### src/sv/fbtp_pkg.sv
// ----------------------------------------------------------------------------
// fbtp_pkg
// Shared types and constants for the float byte truncation packer.
// ----------------------------------------------------------------------------
package fbtp_pkg;

	localparam int unsigned WORD_BYTES = 4;
	localparam int unsigned WORD_W     = 8 * WORD_BYTES;
	localparam int unsigned PEND_W     = 8 * (WORD_BYTES - 1);
	localparam int unsigned KEEP_W     = 6;
	localparam int unsigned VB_W       = 3;
	localparam int unsigned CNT_W      = 2;
	localparam logic [KEEP_W-1:0] KEEP_RESET = 6'd32;

	typedef struct packed {
		logic [WORD_W-1:0] packed_word;
		logic [VB_W-1:0]   valid_bytes;
		logic              final_word;
	} result_t;

	typedef struct packed {
		logic              full_v;
		result_t           full_res;
		logic              flush_v;
		result_t           flush_res;
		logic [PEND_W-1:0] pend_bytes;
		logic [CNT_W-1:0]  pend_count;
	} merge_t;

endpackage

### src/sv/fbtp_merge.sv
// ----------------------------------------------------------------------------
// fbtp_merge
// Cuts one float to its upper bytes and merges them behind the held bytes.
// ----------------------------------------------------------------------------
module fbtp_merge (
	input  logic [31:0]                   value_bits,
	input  logic                          last_value,
	input  logic [fbtp_pkg::KEEP_W-1:0]   kept_bits,
	input  logic [fbtp_pkg::PEND_W-1:0]   pend_bytes,
	input  logic [fbtp_pkg::CNT_W-1:0]    pend_count,
	output fbtp_pkg::merge_t              merge
);

	logic [2:0]  n_keep;
	logic [1:0]  drop;
	logic [31:0] kept;
	logic [55:0] merged;
	logic [55:0] rem;
	logic [2:0]  total;
	logic [2:0]  total2;
	logic        full;
	logic [23:0] mask;
	logic [23:0] rem_masked;
	logic [6:0]  k_round;

	always_comb begin
		k_round = {1'b0, kept_bits} + 7'd7;
		if (kept_bits == '0) begin
			n_keep = 3'd1;
		end else if (kept_bits >= 6'd25) begin
			n_keep = 3'd4;
		end else begin
			n_keep = k_round[5:3];
		end
		drop   = 2'(3'd4 - n_keep);
		kept   = value_bits >> {drop, 3'b000};
		merged = {32'd0, pend_bytes} | ({24'd0, kept} << {pend_count, 3'b000});
		total  = {1'b0, pend_count} + n_keep;
		full   = total[2];
		rem    = full ? (merged >> 32) : merged;
		total2 = full ? {1'b0, total[1:0]} : total;
		case (total2[1:0])
			2'd0:    mask = 24'h000000;
			2'd1:    mask = 24'h0000FF;
			2'd2:    mask = 24'h00FFFF;
			default: mask = 24'hFFFFFF;
		endcase
		rem_masked = rem[23:0] & mask;

		merge.full_v                = full;
		merge.full_res.packed_word  = merged[31:0];
		merge.full_res.valid_bytes  = 3'd4;
		merge.full_res.final_word   = last_value && (total2 == 3'd0);
		merge.flush_v               = last_value && (total2 != 3'd0);
		merge.flush_res.packed_word = {8'd0, rem_masked};
		merge.flush_res.valid_bytes = total2;
		merge.flush_res.final_word  = 1'b1;
		merge.pend_bytes            = last_value ? '0 : rem_masked;
		merge.pend_count            = last_value ? '0 : total2[1:0];
	end

endmodule

### src/sv/float_byte_truncation_packer.sv
// ----------------------------------------------------------------------------
// float_byte_truncation_packer
// Packs the upper bytes of float words into a dense stream of 32-bit words.
// ----------------------------------------------------------------------------
// Path: an accepted word is registered in s1, merged, and queued for output.
// Throughput: one input word per cycle while out_ready holds and each
//   yields at most one output word; a last word may emit a full and a flush word.
// Reset: arst_n clears held bytes, output queue and sets kept_bits to 32.
// ----------------------------------------------------------------------------
module float_byte_truncation_packer (
	input  logic                          clk,
	input  logic                          arst_n,
	input  logic                          cfg_valid,
	output logic                          cfg_ready,
	input  logic [fbtp_pkg::KEEP_W-1:0]   kept_bits,
	input  logic                          in_valid,
	output logic                          in_ready,
	input  logic [31:0]                   value_bits,
	input  logic                          last_value,
	output logic                          out_valid,
	input  logic                          out_ready,
	output logic [31:0]                   packed_word,
	output logic [2:0]                    valid_bytes,
	output logic                          final_word
);

	logic [fbtp_pkg::KEEP_W-1:0] kept_bits_q;
	logic                        valid_s1;
	logic [31:0]                 value_s1;
	logic                        last_s1;
	logic [fbtp_pkg::PEND_W-1:0] pend_bytes_q;
	logic [fbtp_pkg::CNT_W-1:0]  pend_count_q;
	fbtp_pkg::result_t           ent0_q;
	fbtp_pkg::result_t           ent1_q;
	logic [1:0]                  cnt_q;
	fbtp_pkg::merge_t            merge;
	fbtp_pkg::result_t           rem0;
	fbtp_pkg::result_t           push0;
	fbtp_pkg::result_t           push1;
	fbtp_pkg::result_t           ent0_d;
	fbtp_pkg::result_t           ent1_d;
	logic                        pop;
	logic [1:0]                  rem_cnt;
	logic [1:0]                  n_push;
	logic [2:0]                  need;
	logic                        consume;

	fbtp_merge u_merge (
		.value_bits (value_s1),
		.last_value (last_s1),
		.kept_bits  (kept_bits_q),
		.pend_bytes (pend_bytes_q),
		.pend_count (pend_count_q),
		.merge      (merge)
	);

	assign cfg_ready   = 1'b1;
	assign out_valid   = (cnt_q != 2'd0);
	assign packed_word = ent0_q.packed_word;
	assign valid_bytes = ent0_q.valid_bytes;
	assign final_word  = ent0_q.final_word;
	assign in_ready    = !valid_s1 || consume;

	always_comb begin
		pop     = out_valid && out_ready;
		rem_cnt = cnt_q - {1'b0, pop};
		rem0    = pop ? ent1_q : ent0_q;
		n_push  = {1'b0, merge.full_v} + {1'b0, merge.flush_v};
		push0   = merge.full_v ? merge.full_res : merge.flush_res;
		push1   = merge.flush_res;
		need    = {1'b0, rem_cnt} + {1'b0, n_push};
		consume = valid_s1 && (need <= 3'd2);
		ent0_d  = rem0;
		ent1_d  = ent1_q;
		if (consume) begin
			if (rem_cnt == 2'd0) begin
				ent0_d = push0;
				ent1_d = push1;
			end else if (rem_cnt == 2'd1) begin
				ent1_d = push0;
			end
		end
	end

	always_ff @(posedge clk or negedge arst_n) begin
		if (!arst_n) begin
			kept_bits_q  <= fbtp_pkg::KEEP_RESET;
			valid_s1     <= 1'b0;
			pend_bytes_q <= '0;
			pend_count_q <= '0;
			cnt_q        <= 2'd0;
		end else begin
			if (cfg_valid && cfg_ready) begin
				kept_bits_q <= kept_bits;
			end
			if (in_ready) begin
				valid_s1 <= in_valid;
			end
			if (consume) begin
				pend_bytes_q <= merge.pend_bytes;
				pend_count_q <= merge.pend_count;
				cnt_q        <= 2'(need);
			end else begin
				cnt_q <= rem_cnt;
			end
		end
	end

	always_ff @(posedge clk) begin
		if (in_ready && in_valid) begin
			value_s1 <= value_bits;
			last_s1  <= last_value;
		end
		ent0_q <= ent0_d;
		ent1_q <= ent1_d;
	end

	a_cnt_range: assert property (@(posedge clk) disable iff (!arst_n)
		cnt_q != 2'd3)
		else $error("output queue count out of range");

	a_vb_range: assert property (@(posedge clk) disable iff (!arst_n)
		out_valid |-> (valid_bytes != 3'd0 && valid_bytes <= 3'd4))
		else $error("valid_bytes out of range");

	a_last_clears: assert property (@(posedge clk) disable iff (!arst_n)
		(consume && last_s1) |=> (pend_count_q == 2'd0 && pend_bytes_q == '0))
		else $error("held bytes not cleared after last word");

	a_partial_final: assert property (@(posedge clk) disable iff (!arst_n)
		(out_valid && valid_bytes != 3'd4) |-> final_word)
		else $error("partial word without final mark");

endmodule

### config.mk
export PLATFORM = sky130hd
export DESIGN_NAME = float_byte_truncation_packer
export DESIGN_NICKNAME = d
export VERILOG_FILES = /design/src/sv/fbtp_pkg.sv /design/src/sv/fbtp_merge.sv /design/src/sv/float_byte_truncation_packer.sv
export SDC_FILE = /design/constraint.sdc
export NUM_CORES = 1
export LEC_CHECK = 0
export ABC_AREA = 1
export BUFFER_PORTS_ARGS = -buffer_cell sky130_fd_sc_hd__buf_2
export CAP_MARGIN = 10
export CORE_MARGIN = 10
export CORE_UTILIZATION = 50
export DETAILED_ROUTE_END_ITERATION = 8
export HOLD_SLACK_MARGIN = 0.1
export PLACE_DENSITY = 0.79
export SYNTH_ARGS = -nofsm -noshare
export SYNTH_HDL_FRONTEND = slang
export SYNTH_HIERARCHICAL = 1
export SYNTH_SLANG_ARGS = --single-unit
export TNS_END_PERCENT = 1
### constraint.sdc
create_clock -name clk -period 18.05 [get_ports clk]
set_clock_uncertainty 0.15 [all_clocks]
set_input_delay 0 -clock clk [delete_from_list [all_inputs] [get_ports clk]]
set_output_delay 0 -clock clk [all_outputs]
set_load 0.05 [all_outputs]
Word level (Yosys, flattened, before mapping) --
Index checks and enable logic that the tools add are counted.
Word-level totals: bits in registers 140, input bits 44, output and inout port bits 39, logic and storage cells 58
Cells by class: add/sub/neg operators 6, $lt $le $gt $ge 2, equal/unequal tests 3, shift-type cells 2, multiplexer cells 13, bitwise gates (word level) 2, reduce and logical (&&, ||, !) cells 15
Operators with widths (count):
- $mux W36 | 5
- $pmux W24 S3 | 1
- $or A24 B56 Y56 | 1
- $shl A32 B5 Y56 | 1
- $mux W24 | 2
- $shr A32 B5 Y32 | 1
- $mux W28 | 1
- $and A24 B24 Y24 | 1
- $add A6 B3 Y6 const B | 1
- $ge A6 B5 Y1 const B | 1
- $logic_not A6 Y1 | 1
- $mux W3 | 2
- $logic_and A1 B1 Y1 | 5
- $eq A2 B1 Y1 const B | 2
- $logic_not A2 Y1 | 2
- $mux W2 | 2
- $reduce_bool A2 Y1 | 2
- $add A2 B2 Y3 | 1
- $add A2 B3 Y3 | 1
- $le A3 B2 Y1 const B | 1
- $logic_not A3 Y1 | 1
- $reduce_bool A3 Y1 | 1
- $add A1 B1 Y2 | 1
- $eq A2 B2 Y1 const B | 1
- other kinds (5) | 5

Depth between registers and ports, before layout --
Gate-level depths: netlist of run 1.
word-level depth 12, gate-level depth with buffers 26, gate-level depth less buffers 20

Cells and area by module --
The synthesis of run 1 kept the hierarchy.
Modules (own cells, without submodules):
- float_byte_truncation_packer | instances 1, cells each 705, area an instance 6195.9 µm², sequential area each 3669.8 µm²
- fbtp_merge | instances 1, cells each 519, area an instance 2671.3 µm², sequential area each 0.0 µm²

Least setup slack after synthesis of run 1 --
OpenSTA, ideal clock, no wires.
kind register -> register, start reg kept_bits_q[5] (netlist name), end reg ent1_q[0] (netlist name) (enable), library setup time 0.429 ns, arrival time 5.526 ns, path slack 11.945 ns, cell stages (with the launch flop) 25, clock period less this slack 6.105 ns, path through dfstp_2 -> nor2_2 -> nor2_4 -> nand2_4 -> nand3_4 -> nand2_4 -> buf_6 -> ha_1 -> fa_1 -> xor2_4 -> inv_2 -> buf_2 -> buf_2 -> buf_2 -> xnor2_1 -> ha_1 -> a21oi_1 -> inv_1 -> ha_1 -> nand3_1 -> nand2_1 -> buf_2 -> nand2_1 -> buf_2 -> nor2_1
RTL lines:
- start, declared | line float_byte_truncation_packer.sv:27 | logic [fbtp_pkg::KEEP_W-1:0] kept_bits_q;
- start signal, assigned | line float_byte_truncation_packer.sv:87 | kept_bits_q <= fbtp_pkg::KEEP_RESET;
- start signal, assigned | line float_byte_truncation_packer.sv:94 | kept_bits_q <= kept_bits;
- end signal, assigned | line float_byte_truncation_packer.sv:115 | ent1_q <= ent1_d;
- end, declared | line float_byte_truncation_packer.sv:34 | fbtp_pkg::result_t ent1_q;

==> metrics.txt, run 1 <==
CTS root buffer=clkbuf_16; Final Cycle Share=38.2%; syn avg cell area=7.24 sq um; CTS tree=built; die outline height=153 um; unrepaired setup endpoints after global routing=no; Post-Synthesis Cells=1,224; TritonCTS Sinks=140; post_cts resized=0; die area=23,500 sq um; Final Max Tran Viols=0; Max clock buf depth=2; DRC Markers=0; Startpoint Class=register; Peak Freq=145 MHz; setup TNS=0 ps; io pins=83; RD Place Congestion=0.941; VDD IR max=0.171 mV; Seq/Total Area, Yosys=41.4%; Post-Route WL=23.9 mm; vias in the first global route=7,551; largest net degree at the start of global routing=73; H-Tree Depth=4; DR pass1 iterations=5; Critical Path Start=kept_bits_q[5]$_DFFE_PN1P_; Tmin final=6900 ps; register clock-pin slew on the reported worst setup and hold paths=60 ps; filler instances=1,563; endpoints failing hold=0; synthesized flop and latch total=140; post-route cell area=10,200 sq um; worst path arrival time=6820 ps; Hold-fix buffers, CTS=49; Die Width=153 um; Slew HR=23.9%; required time of the critical path=17,970 ps; via count=8,255; synth warn=6; dpl hpwl=15.5 mm; P&R area growth vs syn=15.1%; post-CTS setup buffer count=0; synthesized area=8870 sq um; crit end category=register; Worst Hold Class=input port to register; WL met2=10.6 mm; worst r2r src=kept_bits_q[5]$_DFFE_PN1P_; status=finished clean; Setup CP Type=register to register; DR WL met3=2.22 mm; top sig layer=met4; IO buf count=81; Nets=1,353; Initial DRC Count=852; DP Area=9130 sq um; WL per Instance=15.5 um; total grt overflow=0; Core Region=17,400 sq um; Power Density=210 nW/um^2; Synth cell types=39; Tot GR Track Use=19.8%; Worst-Margin Slew=1140 ps; Setup Viol. Count Final=0; layout cell share with drive strength beyond 1=14.2%; Worst Hold Launch=value_bits[9]; Max Cap Viol=0; DRT antenna net count=0; Reg2Reg Setup Slack=11,150 ps; initial core utilization=51.1%; worst-skew pair later-pin latency=430 ps; Static Leak=4.89 nW; WHS=142 ps; initial antenna violation count=1; CTS Buf Count=17; num rows=48; first-pass GRT wire length=38.6 mm; critical path fanouts, max=65; met1 WL=10.7 mm; vias per inst=5.35
[Yosys cell counts (all sizes together)]
cell type | instances | area (sq um)
ha | 5 | 62.6
conb | 3 | 11.3
a31oi | 8 | 50.1
xor2 | 1 | 27.5
o22ai | 6 | 75.1
dfstp | 1 | 26.3
nand2 | 447 | 1730
o211ai | 6 | 75.1
a21oi | 24 | 124
dfxtp | 36 | 721
nor3 | 9 | 55.1
nand3 | 118 | 653
clkinv | 2 | 7.51
fa | 1 | 20.0
inv | 121 | 454
xnor2 | 1 | 8.76
nor2 | 78 | 348
nand4 | 60 | 405
buf | 67 | 448
dfrtp | 34 | 851
edfxtp | 69 | 2070
clkbuf | 25 | 93.8
mux2 | 6 | 67.6
o21ai | 96 | 480
[sequential cells by signal, summed over array words and instances, names as in the netlist]
signal	cells
ent1_q	36
packed_word	32
value_s1	32
pend_bytes_q	24
kept_bits_q	6
valid_bytes	3
cnt_q	2
pend_count_q	2
final_word	1
last_s1	1
valid_s1	1
[cells in the final DEF (no fill, tap or decap), drive strengths merged, types with 36 or more instances in the layout]
master and count:
buf 92, dfxtp 36, dlygate4sd3 49, edfxtp 69
inv 125, nand2 447, nand3 118, nand4 60
nor2 78, o21ai 96
[report_power, final]
| group | internal (mW) | total [mW] | switching [mW] | leakage (nW) |
|---|---|---|---|---|
| clock network | 0.184 | 0.327 | 0.143 | 0.266 |
| registers | 0.530 | 0.592 | 0.0622 | 1.42 |
| logic | 0.315 | 1.22 | 0.910 | 3.21 |
[through the flow]
stage | total power [mW] | utilization, % | std cells | setup slack [ps]
detailed placement | 1.78 | 52.6 | 1458 | 11270
floorplan | 1.54 | - | 1235 | 11950
global route | 2.31 | 58.8 | 1542 | 10700
global placement | 1.76 | 52.6 | 1458 | 11470
finish | 2.14 | 58.8 | 1542 | 11150
CTS | 2.12 | 58.5 | 1539 | 11220
[kinds of logic after synthesis]
group                      synth area share [%]
and+or+nand+nor                            36.0
AOI/OAI and AO/OA                          9.07
other                                     0.127
muxes                                     0.762
DFF                                        41.4
adders and majority gates                 0.931
xor gates and xnor gates                  0.409
buffers and inverters                      11.3
[per-layer routing]
layer	up-vias	GRT usage [%]
met1	3782	27.2
met2	323	29.2
met5	-	0
met3	26	5.89
met4	0	5.86
li1	4124	-
[worst max-delay path, stage by stage (launching register included)]
cell     delay (ps)
dfstp_2         570
nor2_2           80
nor2_4          130
nand2_4         200
nand3_4         190
nand2_4         200
ha_1            260
fa_1            450
xor2_4          660
inv_2           500
xnor2_1         250
ha_1            210
a21oi_1         190
inv_1            70
ha_1            310
nand3_1         120
nand2_2          70
buf_4           580
nand2_1         440
buf_4           350
nor2_2          100
buf_4           410
[layout make-up]
cell class                 count  area, sq um  share of cell area, %
timing repair buffer         141         1010                   9.86
tap                          225          282                   2.76
inverter                     123          462                   4.52
antenna                        1         2.50                 0.0245
sequential                   140         3670                   36.0
multi-input combinational    880         4240                   41.5
clock inverter                12         85.1                  0.834
clock buffer                  20          458                   4.49
[final timing paths]
path / to / cells past startpoint
setup / recovery: ent1_q[12]$_DFFE_PP_ / 21
hold / removal: value_s1[9]$_DFFE_PP_ / 2
setup reg to reg: ent1_q[12]$_DFFE_PP_ / 21
hold reg to reg: pend_bytes_q[19]$_DFFE_PN0P_ / 2
max in group asynchronous: pend_bytes_q[14]$_DFFE_PN0P_ / 4
min in group asynchronous: pend_bytes_q[12]$_DFFE_PN0P_ / 3
Note: power is estimated with default switching activity, not from simulation.
==> run 2, diff against run 1 <==
--- a/config.mk
+++ b/config.mk
@@ -5,7 +5,7 @@
 export SDC_FILE = /design/constraint.sdc
 export NUM_CORES = 1
 export LEC_CHECK = 0
-export ABC_AREA = 1
+export ABC_AREA = 0
 export BUFFER_PORTS_ARGS = -buffer_cell sky130_fd_sc_hd__buf_2
 export CAP_MARGIN = 10
 export CORE_MARGIN = 10
==> constraint.sdc (replaced) <==
create_clock -name clk -period 6.8 [get_ports clk]
set_clock_uncertainty 0.15 [all_clocks]
set_input_delay 0 -clock clk [delete_from_list [all_inputs] [get_ports clk]]
set_output_delay 0 -clock clk [all_outputs]
set_load 0.05 [all_outputs]
==> metrics.txt, run 2 <==
worst r2r path cells=16; io pins=83; worst path arrival time=5660 ps; number of flops mapped to enable cells by yosys=69; WL met2=12.1 mm; initial antenna violation count=0; Final WS setup=1060 ps; Max clock buf depth=2; setup TNS=0 ps; Post-Route WL=26.0 mm; TritonCTS Sinks=140; Startpoint Class=register; layout cell share with drive strength beyond 1=37.0%; DR pass1 iterations=9; Core Region=18,000 sq um; dpl hpwl=17.6 mm; num rows=49; Seq/Total Area, Yosys=40.3%; Reg2Reg Setup Slack=1060 ps; vias in the first global route=7,188; post-route insts no fill=1,154; via count=7,169; VDD IR max=0.544 mV; Post-synth top flop=edfxtp_1; Final Cycle Share=84.5%; P&R area growth vs syn=16.0%; top-count cell post-synth=mux2_2; CTS root buffer=clkbuf_16; required time of the critical path=6720 ps; IO buf count=81; Nets=962; WHS=108 ps; placed cell count=1,075; antenna cells=0; unrepaired setup endpoints after global routing=no; initial core utilization=50.7%; Synth area leaders=edfxtp_1, mux2_2, dfrtp_1, dfxtp_1, mux2_4; endpoints failing hold=0; Synth cell types=82; total power=6.03 mW; Max Cap Viol=0; number of flip-flops in the largest register=36; Setup CP Type=register to register; critical path fanouts, max=33; ys async rst share=25.0%; filler instances=1,482; largest net degree at the start of global routing=59; crit end category=register; die area=24,000 sq um; failing checks=DRC; Worst Hold Class=input port to asynchronous set/reset pin; worst-skew pair later-pin latency=430 ps; RD Place Congestion=0.979; Initial DRC Count=749; die outline height=155 um; commonest non-fill, non-tap cell in the layout=mux2_2; syn avg cell area=11.1 sq um; Tmin final=5740 ps; post_cts resized=0; FF+latch area=3670 sq um; Final Max Tran Viols=0; Die Width=155 um; pre-CTS setup slack=1190 ps; post-route cell area=10,600 sq um; top cells by count, synth=mux2_2, nor2_1, edfxtp_1; DP Area=9550 sq um; top sig layer=met4; Post-Synthesis Cells=824; first-pass GRT wire length=41.0 mm; DR WL met3=2.10 mm; synthesized area=9110 sq um; post-synth top area cell=edfxtp_1; synth warn=6; CTS Buf Count=17; Peak Freq=174 MHz; DRC Markers=6; CTS tree=built; total grt overflow=0; WL per Instance=22.5 um; area fraction of the dominant cell type after synthesis=22.7%; synthesized flop and latch total=140; met1 WL=11.3 mm; post-layout util=58.9%; Biggest register=ent1_q; Tot GR Track Use=21.3%; Power Density=571 nW/um^2; Slew HR=15.4%; Worst-Margin Slew=1260 ps; Setup Viol. Count Final=0; DRT antenna net count=0; vias per inst=6.21; Static Leak=4.39 nW; most frequent cells in the layout=mux2_2, buf_2, edfxtp_1; Multi-input gate area=4970 sq um; status=finished with violations; H-Tree Depth=4; register clock-pin slew on the reported worst setup and hold paths=60 ps
run 2: cell count changes in the layout (fill, tap and decap cells not counted), sizes merged, moves of 16 or more:
cell	delta
nand3	-103
nand2	-426
o31ai	+16
inv	-98
o21ai	-82
mux2	+178
nand4	-59
run 2: path summary, 6_finish.rpt:
check,endpoint,from
setup / recovery,value_s1[15]$_DFFE_PP_,kept_bits_q[1]$_DFFE_PN0P_
hold / removal,kept_bits_q[2]$_DFFE_PN0P_,arst_n
setup reg to reg,value_s1[15]$_DFFE_PP_,kept_bits_q[1]$_DFFE_PN0P_
hold reg to reg,pend_bytes_q[2]$_DFFE_PN0P_,pend_bytes_q[2]$_DFFE_PN0P_
max in group asynchronous,kept_bits_q[3]$_DFFE_PN0P_,arst_n
min in group clk,last_s1$_DFFE_PP_,last_value
run 2: cell type report:
cell class / instances / share of cell area (%)
multi-input cells: 586 / 47.0
well taps: 229 / 2.71
flip-flops and latches: 140 / 34.7
inverters: 25 / 0.887
clock buffers: 20 / 4.43
clock inverters: 12 / 0.840
repair buffers: 142 / 9.40
run 2: worst max-delay path: stages, from the launching register on:
cell and delay [ps]:
dfrtp_1 510, or4b_4 690, o21ai_0 200, nor2_1 60, ha_1 220, fa_1 570, nor3_1 300, or2_1 610
inv_2 110, xnor2_1 150, ha_1 180, a21o_1 170, ha_1 300, nor3b_2 360, nor2_1 180, a21boi_4 170
buf_4 390
run 2: power breakdown:
| part | total, mW | internal (mW) | switching (mW) |
|---|---|---|---|
| Sequential | 1.75 | 1.43 | 0.319 |
| Clock | 0.880 | 0.499 | 0.381 |
| Combinational | 3.40 | 1.46 | 1.94 |
run 2: cell families (layout without fill, tap and decap cells):
logic type / Yosys count / after routing / synth area share [%]
mux: 197 / 197 / 25.4
compound gates: 190 / 190 / 17.1
simple gates: 176 / 176 / 9.84
flops: 140 / 140 / 40.3
buf+inv: 109 / 199 / 6.00
fa+ha+maj: 6 / 6 / 0.906
other cells: 3 / 14 / 0.124
xor+xnor: 3 / 3 / 0.371
run 2: timing repair:
item                                   CTS  global route
endpoints found under the hold margin   75             0
buffers inserted                         0             0
hold buffers                            47             0
run 2: layer usage:
metal  global-route usage, %  vias up
met5                       0        -
met2                    33.6      323
li1                        -     3303
met4                    7.15        0
met3                    5.38       37
met1                    27.9     3506
